===== src/rtl/layer_energy_centroid_accumulator_macros.svh =====
// Assertion macros for the layer energy centroid accumulator.
// Each macro expects clk_i and rst_ni in scope of the module that uses it.
`ifndef LAYER_ENERGY_CENTROID_ACCUMULATOR_MACROS_SVH
`define LAYER_ENERGY_CENTROID_ACCUMULATOR_MACROS_SVH

// Plain property checked on every clock edge outside reset.
`define LEC_ASSERT(lbl, prop, msg) \
  lbl: assert property (@(posedge clk_i) disable iff (!rst_ni) (prop)) else $error(msg);

// Overlapping implication checked on every clock edge outside reset.
`define LEC_ASSERT_IMPL(lbl, ante, cons, msg) \
  lbl: assert property (@(posedge clk_i) disable iff (!rst_ni) (ante) |-> (cons)) else $error(msg);

// Next-cycle implication checked on every clock edge outside reset.
`define LEC_ASSERT_NEXT(lbl, ante, cons, msg) \
  lbl: assert property (@(posedge clk_i) disable iff (!rst_ni) (ante) |=> (cons)) else $error(msg);

`endif


===== src/rtl/lec_pkg.sv =====
// Shared types, constants and arithmetic helpers of the centroid accumulator.
// No dependencies; every other file but the assertion macro header imports this package.
package lec_pkg;

  localparam int NUM_LAYERS_DEF = 32;
  localparam int LAYER_W        = 5;
  localparam int E_W            = 24;
  localparam int POS_W          = 20;
  localparam int T_W            = 24;
  localparam int ESUM_W         = 32;
  localparam int WSUM_W         = 64;
  localparam int MID_W          = POS_W + 1;
  localparam int MIDT_W         = T_W + 1;
  localparam int PRODP_W        = MID_W + E_W;
  localparam int PRODT_W        = MIDT_W + E_W;
  localparam int QUO_W          = 25;
  localparam int DIVR_W         = ESUM_W + 1;
  localparam int QUEUE_DEPTH    = 4;
  localparam int N_LANES        = 4;
  localparam int LANE_X         = 0;
  localparam int LANE_Y         = 1;
  localparam int LANE_Z         = 2;
  localparam int LANE_T         = 3;

  // One classified item as it travels from the front to the back.
  typedef struct packed {
    logic                     is_end;
    logic [LAYER_W-1:0]       layer;
    logic [E_W-1:0]           energy;
    logic signed [MID_W-1:0]  mx;
    logic signed [MID_W-1:0]  my;
    logic signed [MID_W-1:0]  mz;
    logic [MIDT_W-1:0]        mt;
  } item_t;

  // Accumulator set of one layer.
  typedef struct packed {
    logic [ESUM_W-1:0] esum;
    logic [WSUM_W-1:0] wx;
    logic [WSUM_W-1:0] wy;
    logic [WSUM_W-1:0] wz;
    logic [WSUM_W-1:0] wt;
  } acc_t;

  typedef struct packed {
    logic start;
  } div_ctrl_t;

  typedef struct packed {
    logic busy;
  } div_stat_t;

  // Signed add that sticks at the 64-bit limits.
  function automatic logic [WSUM_W-1:0] sat_add_s(input logic [WSUM_W-1:0] a,
                                                  input logic [WSUM_W-1:0] b);
    logic [WSUM_W-1:0] s;
    s = a + b;
    if ((a[WSUM_W-1] == b[WSUM_W-1]) && (s[WSUM_W-1] != a[WSUM_W-1])) begin
      s = a[WSUM_W-1] ? {1'b1, {(WSUM_W-1){1'b0}}} : {1'b0, {(WSUM_W-1){1'b1}}};
    end
    return s;
  endfunction

  // Signs a saturated quotient magnitude and clamps it to the position range.
  function automatic logic [POS_W-1:0] clamp_pos(input logic neg,
                                                 input logic [QUO_W-1:0] q);
    logic [POS_W-1:0] r;
    if (neg) begin
      r = (q > QUO_W'(524288)) ? {1'b1, {(POS_W-1){1'b0}}} : POS_W'(~q + QUO_W'(1));
    end else begin
      r = (q > QUO_W'(524287)) ? {1'b0, {(POS_W-1){1'b1}}} : q[POS_W-1:0];
    end
    return r;
  endfunction

  // Clamps a saturated quotient to the time range.
  function automatic logic [T_W-1:0] clamp_time(input logic [QUO_W-1:0] q);
    return q[QUO_W-1] ? {T_W{1'b1}} : q[T_W-1:0];
  endfunction

endpackage


===== src/rtl/lec_fifo.sv =====
// Short queue of classified items between the front and the back.
// Depends on lec_pkg.
module lec_fifo (
  input  logic            clk_i,
  input  logic            rst_ni,
  input  logic            push_i,
  input  lec_pkg::item_t  data_i,
  output logic            full_o,
  input  logic            pop_i,
  output logic            valid_o,
  output lec_pkg::item_t  data_o
);
  import lec_pkg::*;

  localparam int PW = $clog2(QUEUE_DEPTH);

  item_t         slot_q [QUEUE_DEPTH];
  logic [PW-1:0] wr_q, rd_q;
  logic [PW:0]   cnt_q;

  assign full_o  = (cnt_q == (PW + 1)'(QUEUE_DEPTH));
  assign valid_o = (cnt_q != '0);
  assign data_o  = slot_q[rd_q];

  // Storage slots.
  always_ff @(posedge clk_i) begin
    if (push_i) begin
      slot_q[wr_q] <= data_i;
    end
  end

  // Pointers and fill count.
  always_ff @(posedge clk_i or negedge rst_ni) begin
    if (!rst_ni) begin
      wr_q  <= '0;
      rd_q  <= '0;
      cnt_q <= '0;
    end else begin
      if (push_i) begin
        wr_q <= wr_q + PW'(1);
      end
      if (pop_i) begin
        rd_q <= rd_q + PW'(1);
      end
      cnt_q <= cnt_q + (PW + 1)'(push_i) - (PW + 1)'(pop_i);
    end
  end
endmodule


===== config.mk =====
export PLATFORM = sky130hd
export DESIGN_NAME = lec_fifo
export DESIGN_NICKNAME = d
export VERILOG_FILES = /design/src/rtl/layer_energy_centroid_accumulator_macros.svh /design/src/rtl/lec_pkg.sv /design/src/rtl/lec_fifo.sv
export SDC_FILE = /design/constraint.sdc
export NUM_CORES = 1
export LEC_CHECK = 0
export BUFFER_PORTS_ARGS = -buffer_cell sky130_fd_sc_hd__buf_2
export CORE_UTILIZATION = 45
export DETAILED_ROUTE_END_ITERATION = 8
export GPL_ROUTABILITY_DRIVEN = 0
export GPL_TIMING_DRIVEN = 0
export PLACE_DENSITY_LB_ADDON = 0.2
export SYNTH_ARGS = -nofsm -noshare
export SYNTH_HDL_FRONTEND = slang
export SYNTH_SLANG_ARGS = --single-unit

===== constraint.sdc =====
create_clock -name clk_i -period 3.9 [get_ports clk_i]
set_clock_uncertainty 0.1 [all_clocks]
set_input_delay 0.78 -clock clk_i [delete_from_list [all_inputs] [get_ports clk_i]]
set_output_delay 0.78 -clock clk_i [all_outputs]
set_load 0.01 [all_outputs]

==> impl_metrics.toml <==
[synthesis]
yosysMostFrequentCell = "edfxtp_1"
yosysTopAreaCell = "edfxtp_1"
synth.distinct_cells = 17
synth_seq_area_share_pct = 82.4
synth_ff_type = "edfxtp_1"
avgSynthCellArea_um2 = 26.8
syn_nets = 779
ys_top_cells_by_count = "472 x edfxtp_1, 118 x mux4_2, 14 x buf_2, 10 x buf_6, 7 x dfrtp_1"
synth.ff_latch_count = 479
async_reset_ff_share_pct = 1.46
synth_top_area_share_pct = 81.4
syn_area_um2 = 17400
synthCells = 650
synth_edf_count = 472
synth_area_leaders = "edfxtp_1 81%, mux4_2 15%, dfrtp_1 1.0%"
yosysWarnings = 0

[global_route]
grt_pass1_vias = 8228
grt-busiest-layer = "met2"
use_met2_pct = 26.5
grt_pass1_wl_um = 48900
grt_overflow = 0
grt_max_degree = 58
antenna_found_initial = 7
track_usage_pct = 16.9
grt.met1_usage_pct = 21.9
grt_use_met3_pct = 6.05

[drt]
vias = 7774
post_drt_wl_per_cell_um = 21.8
wl_um = 32700
drtPass1Iterations = 4
vias_per_cell = 5.18
drc = 0
drt-initial-drc-count = 333
ant_nets = 0

[clock_tree]
cts.path.max_buffers = 3
clk_latency_ns = 0.56
cts_resized = 0
post_cts_buffers = 0
cts-buffers-inserted = 48
clkTransAtPathRegs_ns = 0.06
holdBufCountCts = 1
clock-root-buffer = "clkbuf_16"
cts_tree = "yes"
clock_sinks = 479
h-tree-depth = 2

[outcome]
status = "finished clean"

[floorplan]
boundaryPins = 242
coreArea_um2 = 37800
die_h_um = 199
start_util_pct = 46.0
dieArea_um2 = 39500
rows = 71
die_w_um = 199

[power_and_ir_drop]
vdd_drop_max_mv = 0.524
power-per-cell-area_nw_per_um2 = 754
power.leakage_nw = 7.15

[setup_path]
path_class = "reg -> out"
end_kind = "output pin"
cp_max_fo = 10
r2r_slack_ns = 1.89
start_kind = "flop"
required_ns = 3.02
critPathArrivalTime_ns = 2.55

[sta]
slew_headroom_pct = 41.4
max_freq_mhz = 292
slew_viol_final = 0
whs_ns = 0.328
fin_crit_ns = 3.43
fin_crit_sh_pct = 87.8
hold_viol = 0
tightestPinTransition_ns = 0.879
rsz0062_at_grt = "false"
tns_ns = 0
setup_violations = 0

[worst_hold_path]
min_path_type = "in -> reg"

[placement]
dp_hpwl_um = 20000
port_buffers = 241

[final_layout]
nets = 1079
drive_gt1_share_pct = 46.4
regArea_um2 = 14300
multiInputGateArea_um2 = 2860
area_growth_pct = 20.1
fillers = 2936

[job]
cap_viol_max_count = 0
flip-flops by register name, indices dropped and copies added, names as in the netlist:
register and flops:
cnt_q 3, wr_q 2, slot_q 472, rd_q 2
layer usage:
metal  share of wire (%)  up-vias  wire length [um]
li1                    -     3435                 -
met1                  41     4054             13500
met2                  48      238             15700
met3                 9.2       41              3020
met4                 1.6        6               512
met5                0.12        -                40
per-stage QoR:
stage               cell area, um2  utilization [%]  power [mW]  instances  setup slack, ns
finish                       20900             55.3        15.8       1502            0.475
global placement             19300             50.9        11.8       1402           -0.278
floorplan                    17400                -        9.98        650             1.11
CTS                          20900             55.2        16.1       1496            0.380
global route                 20900             55.2        16.6       1496            0.322
detailed placement           19500             51.5        11.9       1410             1.01
logic make-up (layout without fill, tap and decap cells):
group | after synthesis | in the layout | share of synthesized area [%]
flops | 479 | 479 | 82.4
mux | 118 | 118 | 15.3
buf+inv | 32 | 367 | 1.24
simple gates | 8 | 8 | 0.259
fa+ha+maj | 7 | 7 | 0.546
xor+xnor | 5 | 5 | 0.252
compound gates | 1 | 1 | 0.0287
other cells | 0 | 6 | 0
power by group:
group,internal [mW],leakage (nW),switching [mW]
combinational,2.17,2.05,2.55
clock,2.35,0.691,1.80
sequential,6.72,4.42,0.185
critical path: stages (launching register included):
cell and delay, ns:
dfrtp_1 0.34, clkbuf_1 0.66, buf_2 0.44, mux4_2 0.38
buf_2 0.16
final cells by class:
type                       count  share of cell area, %
sequential                   479                   68.6
buffer                        26                  0.927
inverter                       6                  0.108
tap                          511                   3.06
clock buffer                  59                   6.04
multi-input combinational    139                   13.7
timing repair buffer         250                   6.87
clock inverter                26                  0.688
antenna                        6                 0.0718
cell usage in the layout, fill, tap and decap left out, types with 2 or more instances in the layout:
master / n
and2_4: 4
inv_1: 6
clkbuf_1: 11
edfxtp_1: 472
xnor2_1: 3
nand2_1: 2
clkinv_1: 14
buf_2: 255
mux4_2: 118
clkbuf_16: 49
xor2_1: 2
buf_16: 8
buf_6: 10
dfrtp_1: 7
clkinv_2: 9
diode_2: 6
ha_1: 6
path summary, 6_finish.rpt:
check / endpoint / start / depth (start not counted)
min: slot_q[1][99] / data_i[99] / 1
max reg2reg: slot_q[2][91] / wr_q[0] / 4
min in group asynchronous: wr_q[1] / rst_ni / 2
max: data_o[113] / rd_q[1] / 4
min reg2reg: wr_q[0] / wr_q[0] / 1
max in group asynchronous: cnt_q[2] / rst_ni / 2
No activity file was read; power rests on OpenSTA's default activity.
