## src/rtl/layer_energy_centroid_accumulator_macros.svh

```systemverilog
// Assertion macros for the layer energy centroid accumulator.
// Each macro expects clk_i and rst_ni in scope of the module that uses it.
`ifndef LAYER_ENERGY_CENTROID_ACCUMULATOR_MACROS_SVH
`define LAYER_ENERGY_CENTROID_ACCUMULATOR_MACROS_SVH

// Plain property checked on every clock edge outside reset.
`define LEC_ASSERT(lbl, prop, msg) \
  lbl: assert property (@(posedge clk_i) disable iff (!rst_ni) (prop)) else $error(msg);

// Overlapping implication checked on every clock edge outside reset.
`define LEC_ASSERT_IMPL(lbl, ante, cons, msg) \
  lbl: assert property (@(posedge clk_i) disable iff (!rst_ni) (ante) |-> (cons)) else $error(msg);

// Next-cycle implication checked on every clock edge outside reset.
`define LEC_ASSERT_NEXT(lbl, ante, cons, msg) \
  lbl: assert property (@(posedge clk_i) disable iff (!rst_ni) (ante) |=> (cons)) else $error(msg);

`endif

```

## src/rtl/lec_pkg.sv

```systemverilog
// Shared types, constants and arithmetic helpers of the centroid accumulator.
// No dependencies; every other file but the assertion macro header imports this package.
package lec_pkg;

  localparam int NUM_LAYERS_DEF = 32;
  localparam int LAYER_W        = 5;
  localparam int E_W            = 24;
  localparam int POS_W          = 20;
  localparam int T_W            = 24;
  localparam int ESUM_W         = 32;
  localparam int WSUM_W         = 64;
  localparam int MID_W          = POS_W + 1;
  localparam int MIDT_W         = T_W + 1;
  localparam int PRODP_W        = MID_W + E_W;
  localparam int PRODT_W        = MIDT_W + E_W;
  localparam int QUO_W          = 25;
  localparam int DIVR_W         = ESUM_W + 1;
  localparam int QUEUE_DEPTH    = 4;
  localparam int N_LANES        = 4;
  localparam int LANE_X         = 0;
  localparam int LANE_Y         = 1;
  localparam int LANE_Z         = 2;
  localparam int LANE_T         = 3;

  // One classified item as it travels from the front to the back.
  typedef struct packed {
    logic                     is_end;
    logic [LAYER_W-1:0]       layer;
    logic [E_W-1:0]           energy;
    logic signed [MID_W-1:0]  mx;
    logic signed [MID_W-1:0]  my;
    logic signed [MID_W-1:0]  mz;
    logic [MIDT_W-1:0]        mt;
  } item_t;

  // Accumulator set of one layer.
  typedef struct packed {
    logic [ESUM_W-1:0] esum;
    logic [WSUM_W-1:0] wx;
    logic [WSUM_W-1:0] wy;
    logic [WSUM_W-1:0] wz;
    logic [WSUM_W-1:0] wt;
  } acc_t;

  typedef struct packed {
    logic start;
  } div_ctrl_t;

  typedef struct packed {
    logic busy;
  } div_stat_t;

  // Signed add that sticks at the 64-bit limits.
  function automatic logic [WSUM_W-1:0] sat_add_s(input logic [WSUM_W-1:0] a,
                                                  input logic [WSUM_W-1:0] b);
    logic [WSUM_W-1:0] s;
    s = a + b;
    if ((a[WSUM_W-1] == b[WSUM_W-1]) && (s[WSUM_W-1] != a[WSUM_W-1])) begin
      s = a[WSUM_W-1] ? {1'b1, {(WSUM_W-1){1'b0}}} : {1'b0, {(WSUM_W-1){1'b1}}};
    end
    return s;
  endfunction

  // Signs a saturated quotient magnitude and clamps it to the position range.
  function automatic logic [POS_W-1:0] clamp_pos(input logic neg,
                                                 input logic [QUO_W-1:0] q);
    logic [POS_W-1:0] r;
    if (neg) begin
      r = (q > QUO_W'(524288)) ? {1'b1, {(POS_W-1){1'b0}}} : POS_W'(~q + QUO_W'(1));
    end else begin
      r = (q > QUO_W'(524287)) ? {1'b0, {(POS_W-1){1'b1}}} : q[POS_W-1:0];
    end
    return r;
  endfunction

  // Clamps a saturated quotient to the time range.
  function automatic logic [T_W-1:0] clamp_time(input logic [QUO_W-1:0] q);
    return q[QUO_W-1] ? {T_W{1'b1}} : q[T_W-1:0];
  endfunction

endpackage

```

## src/rtl/lec_in_if.sv

```systemverilog
// Input channel of the centroid accumulator: valid, ready and the item fields.
// Depends on lec_pkg for field widths.
interface lec_in_if;
  import lec_pkg::*;

  logic                     valid;
  logic                     ready;
  logic                     kind;
  logic [LAYER_W-1:0]       layer;
  logic [E_W-1:0]           energy;
  logic signed [POS_W-1:0]  pre_x;
  logic signed [POS_W-1:0]  pre_y;
  logic signed [POS_W-1:0]  pre_z;
  logic [T_W-1:0]           pre_time;
  logic signed [POS_W-1:0]  post_x;
  logic signed [POS_W-1:0]  post_y;
  logic signed [POS_W-1:0]  post_z;
  logic [T_W-1:0]           post_time;

  modport source (output valid, kind, layer, energy, pre_x, pre_y, pre_z, pre_time,
                  post_x, post_y, post_z, post_time, input ready);
  modport sink   (input valid, kind, layer, energy, pre_x, pre_y, pre_z, pre_time,
                  post_x, post_y, post_z, post_time, output ready);
endinterface

```

## src/rtl/lec_front.sv

```systemverilog
// Front end: accepts input beats, drops empty or out-of-range deposits and
// forms the unhalved step midpoints. Depends on lec_pkg and lec_in_if.
module lec_front #(
  parameter int NUM_LAYERS = lec_pkg::NUM_LAYERS_DEF
) (
  lec_in_if.sink          in_i,
  input  logic            full_i,
  output logic            push_o,
  output lec_pkg::item_t  item_o
);
  import lec_pkg::*;

  logic keep;

  // A beat is taken whenever the queue has room.
  assign in_i.ready = !full_i;

  // End-of-event beats always pass; deposits only with energy in a real layer.
  assign keep = in_i.kind ||
                ((in_i.energy != '0) && ((LAYER_W + 2)'(in_i.layer) < (LAYER_W + 2)'(NUM_LAYERS)));
  assign push_o = in_i.valid && !full_i && keep;

  // Midpoints are carried doubled, as pre + post.
  always_comb begin
    item_o.is_end = in_i.kind;
    item_o.layer  = in_i.layer;
    item_o.energy = in_i.energy;
    item_o.mx     = MID_W'(in_i.pre_x) + MID_W'(in_i.post_x);
    item_o.my     = MID_W'(in_i.pre_y) + MID_W'(in_i.post_y);
    item_o.mz     = MID_W'(in_i.pre_z) + MID_W'(in_i.post_z);
    item_o.mt     = MIDT_W'(in_i.pre_time) + MIDT_W'(in_i.post_time);
  end
endmodule

```

## src/flat_wrapper.sv

```systemverilog
// flat-port wrapper written by rule: the top's interface ports become plain ports
module lec_front_flat import lec_pkg::*;
#(
  parameter int NUM_LAYERS = lec_pkg::NUM_LAYERS_DEF
)
  (full_i, push_o, item_o, in_i_valid, in_i_kind, in_i_layer, in_i_energy, in_i_pre_x, in_i_pre_y, in_i_pre_z, in_i_pre_time, in_i_post_x, in_i_post_y, in_i_post_z, in_i_post_time, in_i_ready);
  lec_in_if in_i_i ();
  input  logic full_i;
  output logic push_o;
  output lec_pkg::item_t item_o;
  input wire logic [$bits(in_i_i.valid)-1:0] in_i_valid;
  input wire logic [$bits(in_i_i.kind)-1:0] in_i_kind;
  input wire logic [$bits(in_i_i.layer)-1:0] in_i_layer;
  input wire logic [$bits(in_i_i.energy)-1:0] in_i_energy;
  input wire logic [$bits(in_i_i.pre_x)-1:0] in_i_pre_x;
  input wire logic [$bits(in_i_i.pre_y)-1:0] in_i_pre_y;
  input wire logic [$bits(in_i_i.pre_z)-1:0] in_i_pre_z;
  input wire logic [$bits(in_i_i.pre_time)-1:0] in_i_pre_time;
  input wire logic [$bits(in_i_i.post_x)-1:0] in_i_post_x;
  input wire logic [$bits(in_i_i.post_y)-1:0] in_i_post_y;
  input wire logic [$bits(in_i_i.post_z)-1:0] in_i_post_z;
  input wire logic [$bits(in_i_i.post_time)-1:0] in_i_post_time;
  output wire logic [$bits(in_i_i.ready)-1:0] in_i_ready;
  assign in_i_i.valid = in_i_valid;
  assign in_i_i.kind = in_i_kind;
  assign in_i_i.layer = in_i_layer;
  assign in_i_i.energy = in_i_energy;
  assign in_i_i.pre_x = in_i_pre_x;
  assign in_i_i.pre_y = in_i_pre_y;
  assign in_i_i.pre_z = in_i_pre_z;
  assign in_i_i.pre_time = in_i_pre_time;
  assign in_i_i.post_x = in_i_post_x;
  assign in_i_i.post_y = in_i_post_y;
  assign in_i_i.post_z = in_i_post_z;
  assign in_i_i.post_time = in_i_post_time;
  assign in_i_ready = in_i_i.ready;
  lec_front #(.NUM_LAYERS(NUM_LAYERS)) u_core (.in_i(in_i_i), .full_i(full_i), .push_o(push_o), .item_o(item_o));
endmodule
```

## config.mk

```make
export PLATFORM = sky130hd
export DESIGN_NAME = lec_front_flat
export DESIGN_NICKNAME = d
export VERILOG_FILES = /design/src/rtl/layer_energy_centroid_accumulator_macros.svh /design/src/rtl/lec_pkg.sv /design/src/rtl/lec_in_if.sv /design/src/rtl/lec_front.sv /design/src/flat_wrapper.sv
export SDC_FILE = /design/constraint.sdc
export NUM_CORES = 1
export LEC_CHECK = 0
export ABC_AREA = 1
export BUFFER_PORTS_ARGS = -buffer_cell sky130_fd_sc_hd__buf_2
export CAP_MARGIN = 0
export CORE_AREA = 2 2 126 128
export DETAILED_ROUTE_END_ITERATION = 8
export DIE_AREA = 0 0 128 130
export PLACE_DENSITY = 0.71
export SLEW_MARGIN = 20
export SYNTH_ARGS = -nofsm -noshare
export SYNTH_HDL_FRONTEND = slang
export SYNTH_SLANG_ARGS = --single-unit
```

## constraint.sdc

```tcl
create_clock -name vclk -period 1.7
set_input_delay 0.085 -clock vclk [all_inputs]
set_output_delay 0.085 -clock vclk [all_outputs]
set_load 0.005 [all_outputs]
```

==> results.json <==
{
  "first_pass_iters": 8,
  "tightest_slew_ns": 0.289,
  "final.min_clock_period_ns": 1.62,
  "regArea_sq_um": 0,
  "start_util_pct": 38.8,
  "synthTopCellsByArea": "nand2_1 (31%), ha_1 (18%), inv_1 (13%), nand3_1 (7.4%), nor2_1 (6.2%)",
  "required_ns": 1.62,
  "fin_crit_sh_pct": 95.1,
  "syn-cell-area_sq_um": 5990,
  "start_kind": "input port",
  "io_buffers": 310,
  "hp-class": "input port to output port",
  "power.share.clock_pct": 0,
  "nFillCells": 1659,
  "grt_max_degree": 7,
  "yosysSeqAreaShare_pct": 0,
  "drc": 0,
  "fin_area_sq_um": 7950,
  "drt_wl_total_um": 19700,
  "grt_antenna_before_repair": 0,
  "cp_data_arrival_time_ns": 1.53,
  "wl_per_cell_um": 11.8,
  "crit_fanout": 2,
  "drv_cap": 0,
  "overflow": 0,
  "final_layout_size_suffix_gt1_share_pct": 29.1,
  "drt-vias-per-instance": 4.70,
  "vias": 7871,
  "max_slew_margin_pct": 80.6,
  "nets": 1772,
  "drt-initial-drc-count": 440,
  "synthCells": 1181,
  "end_kind": "output port",
  "grt_pass1_vias": 6956,
  "maxSlewViolCount": 0,
  "syn_to_final_growth_pct": 32.7,
  "vdd_drop_max_v": 0.000173,
  "ant_nets": 0,
  "power_frac_seq_pct": 0,
  "dpl.cell_count": 1671,
  "synth_top_area_cell": "nand2_1",
  "sequential_cell_total": 0,
  "p_leak_nw": 5.09,
  "pwr-share-comb_pct": 100.0,
  "yosysTopAreaCellShare_pct": 30.8,
  "status": "completed",
  "die_w_um": 128,
  "gp_congestion": 0.951,
  "internal_power_mw": 1.24,
  "nClkBuffers": 0,
  "die_area_sq_um": 16600,
  "power.total_mw": 2.93,
  "core_area_sq_um": 15400,
  "yosys_warnings": 0,
  "rsz0062_at_grt": "true",
  "place_area_sq_um": 7690,
  "grt_pass1_wl_um": 30400,
  "layoutNonFillerInstCount": 1674,
  "power_density_nw_per_um2": 369,
  "critPathKind": "input port to output port",
  "setup_violations": 0,
  "diodes": 0,
  "max_freq_ghz": 0.618,
  "die_y_um": 130,
  "synth.net_count": 1469,
  "track_usage_pct": 21.6,
  "ctsHoldBuffers": 0,
  "hpwlAfterDp_um": 17600,
  "row_count": 46,
  "netSwitchingPower_mw": 1.69,
  "hold_violations": 0,
  "syn_avg_cell_area_sq_um": 5.07,
  "pin_count": 320,
  "ys_types": 25,
  "swShare_pct": 57.6
}
[repair_timing]
| action | CTS | global route |
|---|---|---|
| gates cloned | 0 | 0 |
| pin swaps | 0 | 8 |
| endpoints found under the setup margin | 14 | 42 |
| resized for setup | 7 | 58 |
| buffers inserted | 0 | 3 |
[area by class of cell]
class | instances | area [sq um] | share of cell area [%]
Multi-Input combinational cell | 942 | 5210 | 65.6
Tap cell | 192 | 240 | 3.02
Inverter | 209 | 785 | 9.87
Timing Repair Buffer | 331 | 1710 | 21.5
[path summary, 6_finish.rpt]
| check | startpoint | endpoint | depth (start not counted) |
|---|---|---|---|
| max | in_i_post_y[0] | item_o[64] | 11 |
| min | in_i_layer[1] | item_o[113] | 0 |
[per-stage QoR]
step	worst slack [ns]	hold slack [ns]	setup TNS [ns]	utilization, %
6_report	0.0826	0.170	0	51.5
4_1_cts	0.0134	0.170	0	50.0
3_5_place_dp	-0.0840	0.170	-0.405	49.8
2_1_floorplan	0.287	0.204	0	-
3_3_place_gp	-0.0541	0.170	-0.0971	49.8
5_1_grt	-0.0194	0.170	-0.0465	51.5
[power groups by stage]
stage          registers [mW]  logic [mW]  clock network [mW]
6_report                    0        2.93                   0
5_1_grt                     0        3.29                   0
4_1_cts                     0        2.85                   0
3_5_place_dp                0        2.82                   0
3_3_place_gp                0        2.81                   0
2_1_floorplan               0        1.73                   0
[kinds of logic (layout without fill, tap and decap cells)]
| group | Yosys count | count (layout) | share of synthesized area [%] |
|---|---|---|---|
| adder cells (fa/ha/maj) | 88 | 88 | 18.9 |
| XOR/XNOR | 39 | 39 | 5.71 |
| AND/OR/NAND/NOR | 753 | 753 | 52.7 |
| buffers and inverters | 239 | 540 | 16.9 |
| AO/OA/AOI/OAI | 62 | 62 | 5.81 |
[Yosys cell counts, drive strengths merged]
| master | number |
|---|---|
| ha | 84 |
| nand3b | 5 |
| inv | 209 |
| nor2 | 112 |
| a21oi | 49 |
| or2 | 1 |
| nand4 | 11 |
| nand2 | 508 |
| o21bai | 12 |
| fa | 4 |
| nand3 | 91 |
| and2 | 7 |
| nor3 | 14 |
| buf | 30 |
| o21ai | 1 |
| xor2 | 39 |
| nor4 | 4 |
[critical path, stage by stage]
cell     delay, ns
buf_2         0.10
ha_2          0.20
fa_2          0.38
buf_4         0.16
nand3_1       0.08
nand3_1       0.14
nand2_1       0.13
nand2_1       0.05
nand2_1       0.05
nand2_1       0.04
buf_2         0.12
[placed cells by master, fill, tap and decap left out, types with 3 or more instances in the layout]
master	instances
nor2_1	93
inv_1	207
nand3_4	3
ha_1	63
nand3_1	76
xor2_1	37
and2_1	5
nor4_1	4
buf_2	310
buf_4	21
nor2_4	5
nand3_2	12
a21oi_2	6
nor3_1	13
o21bai_1	12
nand2_1	481
nand4_1	11
ha_2	20
fa_2	4
nor2_2	14
a21oi_1	43
nand2_2	26
nand3b_1	5
[per-layer routing]
layer / vias to the layer above / GRT usage, % / wire, um
met5: - / 0 / 0
met4: 0 / 3.49 / 369
met3: 30 / 1.56 / 1150
met2: 272 / 41.7 / 9710
met1: 3342 / 26.6 / 8450
li1: 4227 / - / -
No activity file was read; power rests on OpenSTA's default activity.
